===== src/hdl/mfam_pkg.sv =====
// Package for the mixed-number fraction unit: payload structs, widths,
// micro-op codes and the microcode ROM contents.
// No dependencies.
package mfam_pkg;

    // Operand and result widths
    localparam int OPERAND_BITS = 12;
    localparam int FRAC_BITS    = OPERAND_BITS - 1;
    localparam int FUNC_BITS    = 2;
    localparam int NUM_BITS     = 45;
    localparam int DEN_BITS     = 22;
    localparam int MAG_BITS     = NUM_BITS - 1;
    localparam int T_BITS       = 2 * OPERAND_BITS;
    localparam int MUL_BITS     = T_BITS + 1;
    localparam int K_BITS       = 5;
    localparam int CNT_BITS     = 6;
    localparam int UPC_BITS     = 5;

    // Operation codes
    localparam logic [FUNC_BITS-1:0] FN_CONVERT  = 2'd0;
    localparam logic [FUNC_BITS-1:0] FN_ADD      = 2'd1;
    localparam logic [FUNC_BITS-1:0] FN_MULTIPLY = 2'd2;

    typedef struct packed {
        logic [FUNC_BITS-1:0]           func;
        logic signed [OPERAND_BITS-1:0] first_whole;
        logic [FRAC_BITS-1:0]           first_numerator;
        logic [FRAC_BITS-1:0]           first_denominator;
        logic signed [OPERAND_BITS-1:0] second_whole;
        logic [FRAC_BITS-1:0]           second_numerator;
        logic [FRAC_BITS-1:0]           second_denominator;
    } t_in_item;

    typedef struct packed {
        logic signed [NUM_BITS-1:0] result_numerator;
        logic [DEN_BITS-1:0]        result_denominator;
        logic                       zero_denominator_error;
    } t_out_item;

    // Datapath micro-ops
    typedef enum logic [4:0] {
        OP_NOP,
        OP_WAIT_IN,
        OP_MUL_W1D1,
        OP_SET_T1,
        OP_MUL_W2D2,
        OP_SET_T2,
        OP_MUL_T1D2,
        OP_ACC_LOAD,
        OP_MUL_D1T2,
        OP_ACC_ADD,
        OP_MUL_T1T2,
        OP_MUL_D1D2,
        OP_LOAD_DEN,
        OP_GCD_INIT,
        OP_GCD_STEP,
        OP_GCD_DONE,
        OP_DIV_LOAD_NUM,
        OP_DIV_STEP,
        OP_DIV_STORE_NUM,
        OP_DIV_LOAD_DEN,
        OP_DIV_STORE_DEN,
        OP_EMIT,
        OP_SET_ONE,
        OP_SET_ERR,
        OP_SET_ZERO,
        OP_CONV
    } t_op;

    // Jump conditions
    typedef enum logic [3:0] {
        C_NEXT,
        C_ALWAYS,
        C_FUNC_BAD,
        C_DEN_ERR,
        C_FUNC_CONV,
        C_FUNC_MUL,
        C_NUM_ZERO,
        C_GCD_RUN,
        C_DIV_MORE
    } t_cond;

    typedef struct packed {
        t_op                 op;
        t_cond               cond;
        logic [UPC_BITS-1:0] target;
    } t_uinst;

    // Status from datapath to sequencer
    typedef struct packed {
        logic func_bad;
        logic den_err;
        logic func_conv;
        logic func_mul;
        logic num_zero;
        logic gcd_run;
        logic div_more;
    } t_dp_flags;

    // Program labels
    localparam logic [UPC_BITS-1:0] L_IDLE    = 5'd0;
    localparam logic [UPC_BITS-1:0] L_MUL     = 5'd10;
    localparam logic [UPC_BITS-1:0] L_DEN     = 5'd12;
    localparam logic [UPC_BITS-1:0] L_GCD     = 5'd15;
    localparam logic [UPC_BITS-1:0] L_DIV_NUM = 5'd18;
    localparam logic [UPC_BITS-1:0] L_DIV_DEN = 5'd21;
    localparam logic [UPC_BITS-1:0] L_EMIT    = 5'd23;
    localparam logic [UPC_BITS-1:0] L_ONE     = 5'd24;
    localparam logic [UPC_BITS-1:0] L_ERR     = 5'd25;
    localparam logic [UPC_BITS-1:0] L_ZERO    = 5'd26;
    localparam logic [UPC_BITS-1:0] L_CONV    = 5'd27;

    // Microcode ROM: one control word per step
    function automatic t_uinst mfam_ucode(input logic [UPC_BITS-1:0] pc);
        t_uinst u;
        case (pc)
            5'd0:  u = '{OP_WAIT_IN,       C_NEXT,      L_IDLE};
            5'd1:  u = '{OP_NOP,           C_FUNC_BAD,  L_ZERO};
            5'd2:  u = '{OP_MUL_W1D1,      C_DEN_ERR,   L_ERR};
            5'd3:  u = '{OP_SET_T1,        C_FUNC_CONV, L_CONV};
            5'd4:  u = '{OP_MUL_W2D2,      C_NEXT,      L_IDLE};
            5'd5:  u = '{OP_SET_T2,        C_FUNC_MUL,  L_MUL};
            // add: t1*d2 + d1*t2
            5'd6:  u = '{OP_MUL_T1D2,      C_NEXT,      L_IDLE};
            5'd7:  u = '{OP_ACC_LOAD,      C_NEXT,      L_IDLE};
            5'd8:  u = '{OP_MUL_D1T2,      C_NEXT,      L_IDLE};
            5'd9:  u = '{OP_ACC_ADD,       C_ALWAYS,    L_DEN};
            // multiply: t1*t2
            5'd10: u = '{OP_MUL_T1T2,      C_NEXT,      L_IDLE};
            5'd11: u = '{OP_ACC_LOAD,      C_NEXT,      L_IDLE};
            // denominator and reduction
            5'd12: u = '{OP_MUL_D1D2,      C_NEXT,      L_IDLE};
            5'd13: u = '{OP_LOAD_DEN,      C_NUM_ZERO,  L_ONE};
            5'd14: u = '{OP_GCD_INIT,      C_NEXT,      L_IDLE};
            5'd15: u = '{OP_GCD_STEP,      C_GCD_RUN,   L_GCD};
            5'd16: u = '{OP_GCD_DONE,      C_NEXT,      L_IDLE};
            5'd17: u = '{OP_DIV_LOAD_NUM,  C_NEXT,      L_IDLE};
            5'd18: u = '{OP_DIV_STEP,      C_DIV_MORE,  L_DIV_NUM};
            5'd19: u = '{OP_DIV_STORE_NUM, C_NEXT,      L_IDLE};
            5'd20: u = '{OP_DIV_LOAD_DEN,  C_NEXT,      L_IDLE};
            5'd21: u = '{OP_DIV_STEP,      C_DIV_MORE,  L_DIV_DEN};
            5'd22: u = '{OP_DIV_STORE_DEN, C_NEXT,      L_IDLE};
            5'd23: u = '{OP_EMIT,          C_ALWAYS,    L_IDLE};
            // short exits
            5'd24: u = '{OP_SET_ONE,       C_ALWAYS,    L_EMIT};
            5'd25: u = '{OP_SET_ERR,       C_ALWAYS,    L_EMIT};
            5'd26: u = '{OP_SET_ZERO,      C_ALWAYS,    L_EMIT};
            5'd27: u = '{OP_CONV,          C_ALWAYS,    L_EMIT};
            default: u = '{OP_NOP,         C_ALWAYS,    L_IDLE};
        endcase
        return u;
    endfunction

endpackage


===== src/hdl/mfam_useq.sv =====
// Microsequencer: step counter, microcode ROM lookup and conditional jumps.
// Depends on mfam_pkg.
module mfam_useq (
    input  logic               i_clk,
    input  logic               i_rst_n,
    input  logic               i_hold,
    input  mfam_pkg::t_dp_flags i_flags,
    output mfam_pkg::t_uinst   o_uinst
);
    import mfam_pkg::*;

    logic [UPC_BITS-1:0] r_pc;
    logic [UPC_BITS-1:0] n_pc;
    t_uinst              uinst;
    logic                jump;

    assign uinst = mfam_ucode(r_pc);

    // Jump condition select
    always_comb begin
        case (uinst.cond)
            C_NEXT:      jump = 1'b0;
            C_ALWAYS:    jump = 1'b1;
            C_FUNC_BAD:  jump = i_flags.func_bad;
            C_DEN_ERR:   jump = i_flags.den_err;
            C_FUNC_CONV: jump = i_flags.func_conv;
            C_FUNC_MUL:  jump = i_flags.func_mul;
            C_NUM_ZERO:  jump = i_flags.num_zero;
            C_GCD_RUN:   jump = i_flags.gcd_run;
            C_DIV_MORE:  jump = i_flags.div_more;
            default:     jump = 1'b0;
        endcase
    end

    // Next step
    always_comb begin
        if (i_hold) begin
            n_pc = r_pc;
        end else if (jump) begin
            n_pc = uinst.target;
        end else begin
            n_pc = r_pc + UPC_BITS'(1);
        end
    end

    always_ff @(posedge i_clk) begin
        if (!i_rst_n) begin
            r_pc <= L_IDLE;
        end else begin
            r_pc <= n_pc;
        end
    end

    assign o_uinst = uinst;

endmodule


===== src/hdl/mfam_dpath.sv =====
// Datapath: operand registers, shared multiplier, accumulator, binary GCD
// and bit-serial restoring divider, all steered by micro-ops.
// Depends on mfam_pkg.
module mfam_dpath (
    input  logic                i_clk,
    input  mfam_pkg::t_uinst    i_uinst,
    input  logic                i_take,
    input  mfam_pkg::t_in_item  i_in,
    output mfam_pkg::t_dp_flags o_flags,
    output mfam_pkg::t_out_item o_result
);
    import mfam_pkg::*;

    t_in_item                   r_in;
    logic signed [T_BITS-1:0]   r_t1;
    logic signed [T_BITS-1:0]   r_t2;
    logic signed [NUM_BITS-1:0] r_prod;
    logic signed [NUM_BITS-1:0] r_num;
    logic [DEN_BITS-1:0]        r_den;
    logic                       r_err;
    logic                       r_neg;
    logic [MAG_BITS-1:0]        r_mag;
    logic [MAG_BITS-1:0]        r_ga;
    logic [MAG_BITS-1:0]        r_gb;
    logic [K_BITS-1:0]          r_k;
    logic [DEN_BITS-1:0]        r_g;
    logic [MAG_BITS-1:0]        r_quo;
    logic [DEN_BITS-1:0]        r_rem;
    logic [CNT_BITS-1:0]        r_cnt;

    logic signed [MUL_BITS-1:0]   mul_a;
    logic signed [MUL_BITS-1:0]   mul_b;
    logic signed [2*MUL_BITS-1:0] mul_p;
    logic [NUM_BITS-1:0]          num_neg;
    logic [MAG_BITS-1:0]          num_abs;
    logic [MAG_BITS-1:0]          diff_ab;
    logic [MAG_BITS-1:0]          diff_ba;
    logic [MAG_BITS-1:0]          g_full;
    logic [DEN_BITS:0]            rem_sh;
    logic [DEN_BITS:0]            rem_sub;
    logic                         fits;
    logic [NUM_BITS-1:0]          quo_ext;

    // Shared multiplier operand select
    always_comb begin
        mul_a = '0;
        mul_b = '0;
        case (i_uinst.op)
            OP_MUL_W1D1: begin
                mul_a = MUL_BITS'($signed(r_in.first_whole));
                mul_b = MUL_BITS'({1'b0, r_in.first_denominator});
            end
            OP_MUL_W2D2: begin
                mul_a = MUL_BITS'($signed(r_in.second_whole));
                mul_b = MUL_BITS'({1'b0, r_in.second_denominator});
            end
            OP_MUL_T1D2: begin
                mul_a = MUL_BITS'(r_t1);
                mul_b = MUL_BITS'({1'b0, r_in.second_denominator});
            end
            OP_MUL_D1T2: begin
                mul_a = MUL_BITS'({1'b0, r_in.first_denominator});
                mul_b = MUL_BITS'(r_t2);
            end
            OP_MUL_T1T2: begin
                mul_a = MUL_BITS'(r_t1);
                mul_b = MUL_BITS'(r_t2);
            end
            OP_MUL_D1D2: begin
                mul_a = MUL_BITS'({1'b0, r_in.first_denominator});
                mul_b = MUL_BITS'({1'b0, r_in.second_denominator});
            end
            default: begin
                mul_a = '0;
                mul_b = '0;
            end
        endcase
    end

    assign mul_p = mul_a * mul_b;

    // Magnitude of the unreduced numerator
    assign num_neg = -r_num;
    assign num_abs = r_num[NUM_BITS-1] ? num_neg[MAG_BITS-1:0] : r_num[MAG_BITS-1:0];

    // GCD helpers
    assign diff_ab = r_ga - r_gb;
    assign diff_ba = r_gb - r_ga;
    assign g_full  = (r_ga | r_gb) << r_k;

    // Divider step: shift in next dividend bit, subtract when it fits
    assign rem_sh  = {r_rem, r_quo[MAG_BITS-1]};
    assign fits    = (rem_sh >= {1'b0, r_g});
    assign rem_sub = rem_sh - {1'b0, r_g};
    assign quo_ext = {1'b0, r_quo};

    always_ff @(posedge i_clk) begin
        if (i_take) begin
            r_in  <= i_in;
            r_err <= 1'b0;
        end
        case (i_uinst.op)
            OP_MUL_W1D1, OP_MUL_W2D2, OP_MUL_T1D2,
            OP_MUL_D1T2, OP_MUL_T1T2, OP_MUL_D1D2: begin
                r_prod <= mul_p[NUM_BITS-1:0];
            end
            OP_SET_T1: r_t1 <= r_prod[T_BITS-1:0] + T_BITS'(r_in.first_numerator);
            OP_SET_T2: r_t2 <= r_prod[T_BITS-1:0] + T_BITS'(r_in.second_numerator);
            OP_ACC_LOAD: r_num <= r_prod;
            OP_ACC_ADD:  r_num <= r_num + r_prod;
            OP_LOAD_DEN: r_den <= r_prod[DEN_BITS-1:0];
            OP_GCD_INIT: begin
                r_neg <= r_num[NUM_BITS-1];
                r_mag <= num_abs;
                r_ga  <= num_abs;
                r_gb  <= MAG_BITS'(r_den);
                r_k   <= '0;
            end
            // Binary GCD: strip common twos, then odd minus odd halves
            OP_GCD_STEP: begin
                if (r_ga != '0 && r_gb != '0) begin
                    if (!r_ga[0] && !r_gb[0]) begin
                        r_ga <= r_ga >> 1;
                        r_gb <= r_gb >> 1;
                        r_k  <= r_k + K_BITS'(1);
                    end else if (!r_ga[0]) begin
                        r_ga <= r_ga >> 1;
                    end else if (!r_gb[0]) begin
                        r_gb <= r_gb >> 1;
                    end else if (r_ga >= r_gb) begin
                        r_ga <= diff_ab >> 1;
                    end else begin
                        r_gb <= diff_ba >> 1;
                    end
                end
            end
            OP_GCD_DONE: r_g <= g_full[DEN_BITS-1:0];
            OP_DIV_LOAD_NUM: begin
                r_quo <= r_mag;
                r_rem <= '0;
                r_cnt <= CNT_BITS'(MAG_BITS);
            end
            OP_DIV_LOAD_DEN: begin
                r_quo <= MAG_BITS'(r_den);
                r_rem <= '0;
                r_cnt <= CNT_BITS'(MAG_BITS);
            end
            OP_DIV_STEP: begin
                r_rem <= fits ? rem_sub[DEN_BITS-1:0] : rem_sh[DEN_BITS-1:0];
                r_quo <= {r_quo[MAG_BITS-2:0], fits};
                r_cnt <= r_cnt - CNT_BITS'(1);
            end
            OP_DIV_STORE_NUM: r_num <= r_neg ? -quo_ext : quo_ext;
            OP_DIV_STORE_DEN: r_den <= r_quo[DEN_BITS-1:0];
            OP_SET_ONE: r_den <= DEN_BITS'(1);
            OP_SET_ERR: begin
                r_num <= '0;
                r_den <= '0;
                r_err <= 1'b1;
            end
            OP_SET_ZERO: begin
                r_num <= '0;
                r_den <= '0;
                r_err <= 1'b0;
            end
            OP_CONV: begin
                r_num <= NUM_BITS'(r_t1);
                r_den <= DEN_BITS'(r_in.first_denominator);
                r_err <= 1'b0;
            end
            default: begin
            end
        endcase
    end

    // Status for the sequencer
    always_comb begin
        o_flags.func_bad  = (r_in.func != FN_CONVERT) && (r_in.func != FN_ADD)
                            && (r_in.func != FN_MULTIPLY);
        o_flags.den_err   = (r_in.first_denominator == '0)
                            || ((r_in.func != FN_CONVERT) && (r_in.second_denominator == '0));
        o_flags.func_conv = (r_in.func == FN_CONVERT);
        o_flags.func_mul  = (r_in.func == FN_MULTIPLY);
        o_flags.num_zero  = (r_num == '0);
        o_flags.gcd_run   = (r_ga != '0) && (r_gb != '0);
        o_flags.div_more  = (r_cnt != CNT_BITS'(1));
    end

    assign o_result.result_numerator       = r_num;
    assign o_result.result_denominator     = r_den;
    assign o_result.zero_denominator_error = r_err;

endmodule


===== src/hdl/mixed_fraction_add_multiply.sv =====
// Top level of the mixed-number fraction unit: microsequencer, datapath and
// output register. Depends on mfam_pkg, mfam_useq and mfam_dpath.
//
//   channel | direction | handshake                   | payload
//   --------+-----------+-----------------------------+-----------------------
//   in      | input     | i_in_valid / o_in_stall     | i_in_data  (t_in_item)
//   out     | output    | o_out_valid / i_out_stall   | o_out_data (t_out_item)
//
// One item at a time. Convert, the error exits and a zero sum or product take short
// exits; otherwise add and multiply run the binary GCD loop and two 44-step
// passes of the bit-serial divider, so their run time depends on the operands.
// A transfer is taken only while the sequencer sits in its wait step; the
// output register lets the next item start while a result is still stalled.
// Reset clears the step counter and output valid and holds the input stalled.
module mixed_fraction_add_multiply (
    input  logic                i_clk,
    input  logic                i_rst_n,
    input  logic                i_in_valid,
    output logic                o_in_stall,
    input  mfam_pkg::t_in_item  i_in_data,
    output logic                o_out_valid,
    input  logic                i_out_stall,
    output mfam_pkg::t_out_item o_out_data
);
    import mfam_pkg::*;

    t_uinst    uinst;
    t_dp_flags flags;
    t_out_item result;
    logic      take;
    logic      hold;
    logic      load_out;
    logic      r_out_valid;
    logic      n_out_valid;
    t_out_item r_out_data;

    // Input transfer only in the wait step, never during reset
    assign o_in_stall = !i_rst_n || (uinst.op != OP_WAIT_IN);
    assign take       = !o_in_stall && i_in_valid;

    // Result goes out when the output register is free or draining
    assign load_out = (uinst.op == OP_EMIT) && (!r_out_valid || !i_out_stall);
    assign hold     = ((uinst.op == OP_WAIT_IN) && !i_in_valid)
                      || ((uinst.op == OP_EMIT) && r_out_valid && i_out_stall);

    mfam_useq u_useq (
        .i_clk   (i_clk),
        .i_rst_n (i_rst_n),
        .i_hold  (hold),
        .i_flags (flags),
        .o_uinst (uinst)
    );

    mfam_dpath u_dpath (
        .i_clk    (i_clk),
        .i_uinst  (uinst),
        .i_take   (take),
        .i_in     (i_in_data),
        .o_flags  (flags),
        .o_result (result)
    );

    // Output register
    always_comb begin
        if (load_out) begin
            n_out_valid = 1'b1;
        end else if (!i_out_stall) begin
            n_out_valid = 1'b0;
        end else begin
            n_out_valid = r_out_valid;
        end
    end

    always_ff @(posedge i_clk) begin
        if (!i_rst_n) begin
            r_out_valid <= 1'b0;
        end else begin
            r_out_valid <= n_out_valid;
        end
    end

    always_ff @(posedge i_clk) begin
        if (load_out) begin
            r_out_data <= result;
        end
    end

    assign o_out_valid = r_out_valid;
    assign o_out_data  = r_out_data;

endmodule


===== config.mk =====
export PLATFORM = sky130hd
export DESIGN_NAME = mixed_fraction_add_multiply
export DESIGN_NICKNAME = d
export VERILOG_FILES = /design/src/hdl/mfam_pkg.sv /design/src/hdl/mfam_useq.sv /design/src/hdl/mfam_dpath.sv /design/src/hdl/mixed_fraction_add_multiply.sv
export SDC_FILE = /design/constraint.sdc
export NUM_CORES = 2
export LEC_CHECK = 0
export BUFFER_PORTS_ARGS = -buffer_cell sky130_fd_sc_hd__buf_2
export CORE_MARGIN = 1.5
export CORE_UTILIZATION = 30
export DETAILED_ROUTE_END_ITERATION = 8
export GPL_TIMING_DRIVEN = 0
export HOLD_SLACK_MARGIN = 0.05
export SLEW_MARGIN = 20
export SYNTH_ARGS = -nofsm -noshare
export SYNTH_HDL_FRONTEND = slang
export SYNTH_SLANG_ARGS = --single-unit
export TNS_END_PERCENT = 50

===== constraint.sdc =====
create_clock -name i_clk -period 12.5 [get_ports i_clk]
set_input_delay 2.5 -clock i_clk [delete_from_list [all_inputs] [get_ports i_clk]]
set_output_delay 2.5 -clock i_clk [all_outputs]
set_load 0.005 [all_outputs]

==> results.json <==
{
  "cts_inserted_buffers": 69,
  "via_density": 5.24,
  "tightestPinTransition_ns": 1.19,
  "final_min_period_over_clock_period_pct": 95.9,
  "clock_tree.buffer_depth": 3,
  "grtUsageMet1_pct": 27.0,
  "criticalPathCategory": "reg -> reg",
  "clock_tree_from_tritoncts": "done",
  "post_cts_resize_count": 0,
  "final.setup.tns_ns": 0,
  "first_global_vias": 45800,
  "worst_path_dominant_cell_family": "adder cells",
  "seq_power_share_pct": 32.1,
  "post-synth-top-area-fraction_pct": 28.7,
  "postSynthCellCount": 5817,
  "drt-pass1-iter-count": 8,
  "power.net_switching_mw": 3.59,
  "area_growth_syn_to_layout_pct": 12.5,
  "power.density_nw_per_um2": 136,
  "endpoint_kind": "flop",
  "num_io_pins": 144,
  "synth_edf_count": 530,
  "startpoint_type": "flop",
  "ant_nets": 0,
  "achievable-frequency_mhz": 83.5,
  "finalSetupViolCount": 0,
  "run_status": "complete, no violations",
  "post-cts-setup-buffer-count": 0,
  "gr-usage-met3_pct": 3.06,
  "drt-total-wl_um": 197000,
  "vdd_drop_max_mv": 0.108,
  "p_clk_share_pct": 25.3,
  "nets_finish": 7092,
  "routabilityCongestion": 0.984,
  "place_ws_ns": 0.532,
  "die_height_um": 433,
  "floorplan.die.width_um": 433,
  "grt.met2_usage_pct": 34.4,
  "synth-seq-cells": 550,
  "fin_worst_hold_slack_ns": 0.436,
  "grt_first_pass_wirelength_um": 293000,
  "post_drt_wl_per_cell_um": 22.9,
  "cellLeakagePower_nw": 26.3,
  "timing.critical_path.mode_cell": "sky130_fd_sc_hd__fa_1",
  "io_buffers": 142,
  "most_frequent_cell_after_synthesis": "sky130_fd_sc_hd__inv_1",
  "n_antenna_cell": 0,
  "syn-num-nets": 6835,
  "cts_hold_buffers": 0,
  "detailroute.via_count": 45100,
  "placed_area_um2": 59900,
  "clock_insertion_delay_worst_skew_ns": 0.66,
  "synth_warnings": 0,
  "std_cell_rows": 157,
  "critical_path.max_stage_delay_ns": 0.98,
  "power.combinational.fraction_pct": 42.5,
  "starting_utilization_of_the_core_area_pct": 30.2,
  "ys_top_cells_by_count": "892 x sky130_fd_sc_hd__inv_1, 685 x sky130_fd_sc_hd__nor2_1, 600 x sky130_fd_sc_hd__fa_1",
  "cts_sinks": 550,
  "final_cell_area_um2": 62300,
  "core-area_um2": 183000,
  "cell_accounting_for_the_most_synthesized_area": "sky130_fd_sc_hd__edfxtp_1",
  "async_flop_share_pct": 0,
  "clk_pin_slew_worst_paths_ns": 0.06,
  "count_of_final_hold_check_violations": 0,
  "htreeDepth": 3,
  "grt-busiest-layer": "met2",
  "distinct_cell_type_count_after_synthesis": 80,
  "synth-main-ff-cell": "sky130_fd_sc_hd__edfxtp_1",
  "drc_errors": 0,
  "place_hpwl_um": 163000,
  "critical_path.n_buffers_inverters": 9,
  "cell_area_synth_um2": 55400,
  "timing.max_slew.rel_slack_pct": 19.8,
  "globalRouteOverflowTotal": 0,
  "intPower_mw": 4.91,
  "p_total_mw": 8.51,
  "finalWorstSetupSlack_ns": 0.519,
  "clock-root-buffer": "sky130_fd_sc_hd__clkbuf_16",
  "grt_start_max_net_pins": 32,
  "timing.max_cap.violations": 0,
  "critical_path.max_fanout": 10,
  "synth_sequential_area_ratio_pct": 29.4,
  "timing.critical_path.required_ns": 12.85,
  "worst_ep_arrival_time_ns": 12.33,
  "track_usage_pct": 20.9,
  "antenna_found_initial": 3,
  "layout-drive-gt1-share_pct": 6.61,
  "power.share.switching_pct": 42.3,
  "synth_area_per_cell_um2": 9.53,
  "total_of_fill_cells_in_the_finished_design": 18800,
  "initialDrtViolationCount": 4446,
  "ys_top_cells_by_area": "sky130_fd_sc_hd__edfxtp_1 29%, sky130_fd_sc_hd__fa_1 22%, sky130_fd_sc_hd__ha_1 7.8%",
  "finalCriticalPeriod_ns": 11.98,
  "die_area_um2": 187000,
  "setup_repair_after_global_routing_missed_its_margin": "false",
  "skew_ns": 0.0435,
  "critPathSlowestCell": "sky130_fd_sc_hd__a21oi_1",
  "min_path_type": "reg -> reg",
  "drv_slew": 0
}
[sequential cells by signal (all words and copies together) (netlist names)]
register	flops
u_dpath.r_mag	44
o_out_valid	1
u_dpath.r_den	22
u_useq.o_uinst	14
u_dpath.r_in	70
u_dpath.r_gb	43
u_dpath.r_cnt	6
u_dpath.r_prod	45
o_out_data	68
u_useq.r_pc	5
u_dpath.r_t2	24
u_dpath.r_quo	44
u_dpath.r_ga	44
u_dpath.r_t1	24
u_dpath.r_rem	22
u_dpath.r_num	45
u_dpath.r_g	22
u_dpath.r_err	1
u_dpath.r_k	5
u_dpath.r_neg	1
[worst register-to-register path, delay by kind of cell, from the launching register on]
kind / cells / cell delay (ns)
compound gates: 8 / 3.36
xor+xnor: 1 / 0.18
fa+ha+maj: 8 / 3.78
buf+inv: 9 / 2.22
flops: 1 / 0.31
simple gates: 7 / 1.83
[cell families (layout without fill, tap and decap cells)]
| group | count (synthesis) | in the layout | share of synthesized area, % |
|---|---|---|---|
| AOI/OAI and AO/OA | 1123 | 1123 | 13.6 |
| and+or+nand+nor | 1677 | 1677 | 13.3 |
| DFF | 550 | 550 | 29.4 |
| xor gates and xnor gates | 312 | 312 | 4.93 |
| adders and majority gates | 944 | 944 | 29.4 |
| muxes | 59 | 59 | 1.42 |
| buffers and inverters | 1152 | 1465 | 7.81 |
[stage by stage]
step,util [%],cells
floorplan,-,5817
detailed placement,32.7,8467
finish,34.0,8594
global route,34.0,8594
CTS,34.0,8594
global placement,32.3,8423
[cell usage in the layout (no fill, tap or decap), drive strengths merged, types with 27 or more instances in the layout]
cell    instances
a211oi         40
a21o           98
a21oi         236
a221oi         63
a222oi         29
a22o           47
a31oi          40
and2           37
buf           203
clkbuf        321
clkinv         27
edfxtp        530
fa            600
ha            344
inv           897
mux2i          35
nand2         507
nand2b         39
nand3         108
nand4          32
nor2          685
nor2b          37
nor3           62
nor4           48
o21a           31
o21ai         263
o21bai         40
o31ai          47
or2            29
or3            35
xnor2         217
xor2           95
[worst paths after layout]
path	startpoint	endpoint	slack [ns]	cells past startpoint
min	u_dpath.r_err	o_out_data[0]	0.44	0
min reg2reg	u_dpath.r_err	o_out_data[0]	0.44	0
max reg2reg	u_useq.o_uinst[9]	u_dpath.r_prod[44]	0.52	33
max	u_useq.o_uinst[9]	u_dpath.r_prod[44]	0.52	33
[area by class of cell]
type                    count  area (um^2)  area share (%)
plain buffers             258          973            1.56
clock buffers              81         1820            2.93
clock inverters            46          592           0.949
inverters                 894         3360            5.38
multi-input cells        4115        35000            56.2
flip-flops and latches    550        16300            26.2
well taps                2464         3080            4.94
repair buffers            186         1180            1.89
[power groups by stage]
stage | sequential [mW] | clock, mW | combinational (mW)
finish | 2.73 | 2.16 | 3.62
global route | 2.74 | 2.25 | 3.95
CTS | 2.72 | 2.19 | 3.56
detailed placement | 2.75 | 0 | 3.53
global placement | 2.79 | 0 | 3.41
floorplan | 2.60 | 0 | 2.35
[routing by layer]
metal,part of all wire (%),vias to the layer above
met5,0.0097,-
met4,5.1,2
met3,7.1,403
met2,47,1858
met1,41,22700
li1,-,20100
No activity file was read; power rests on OpenSTA's default activity.
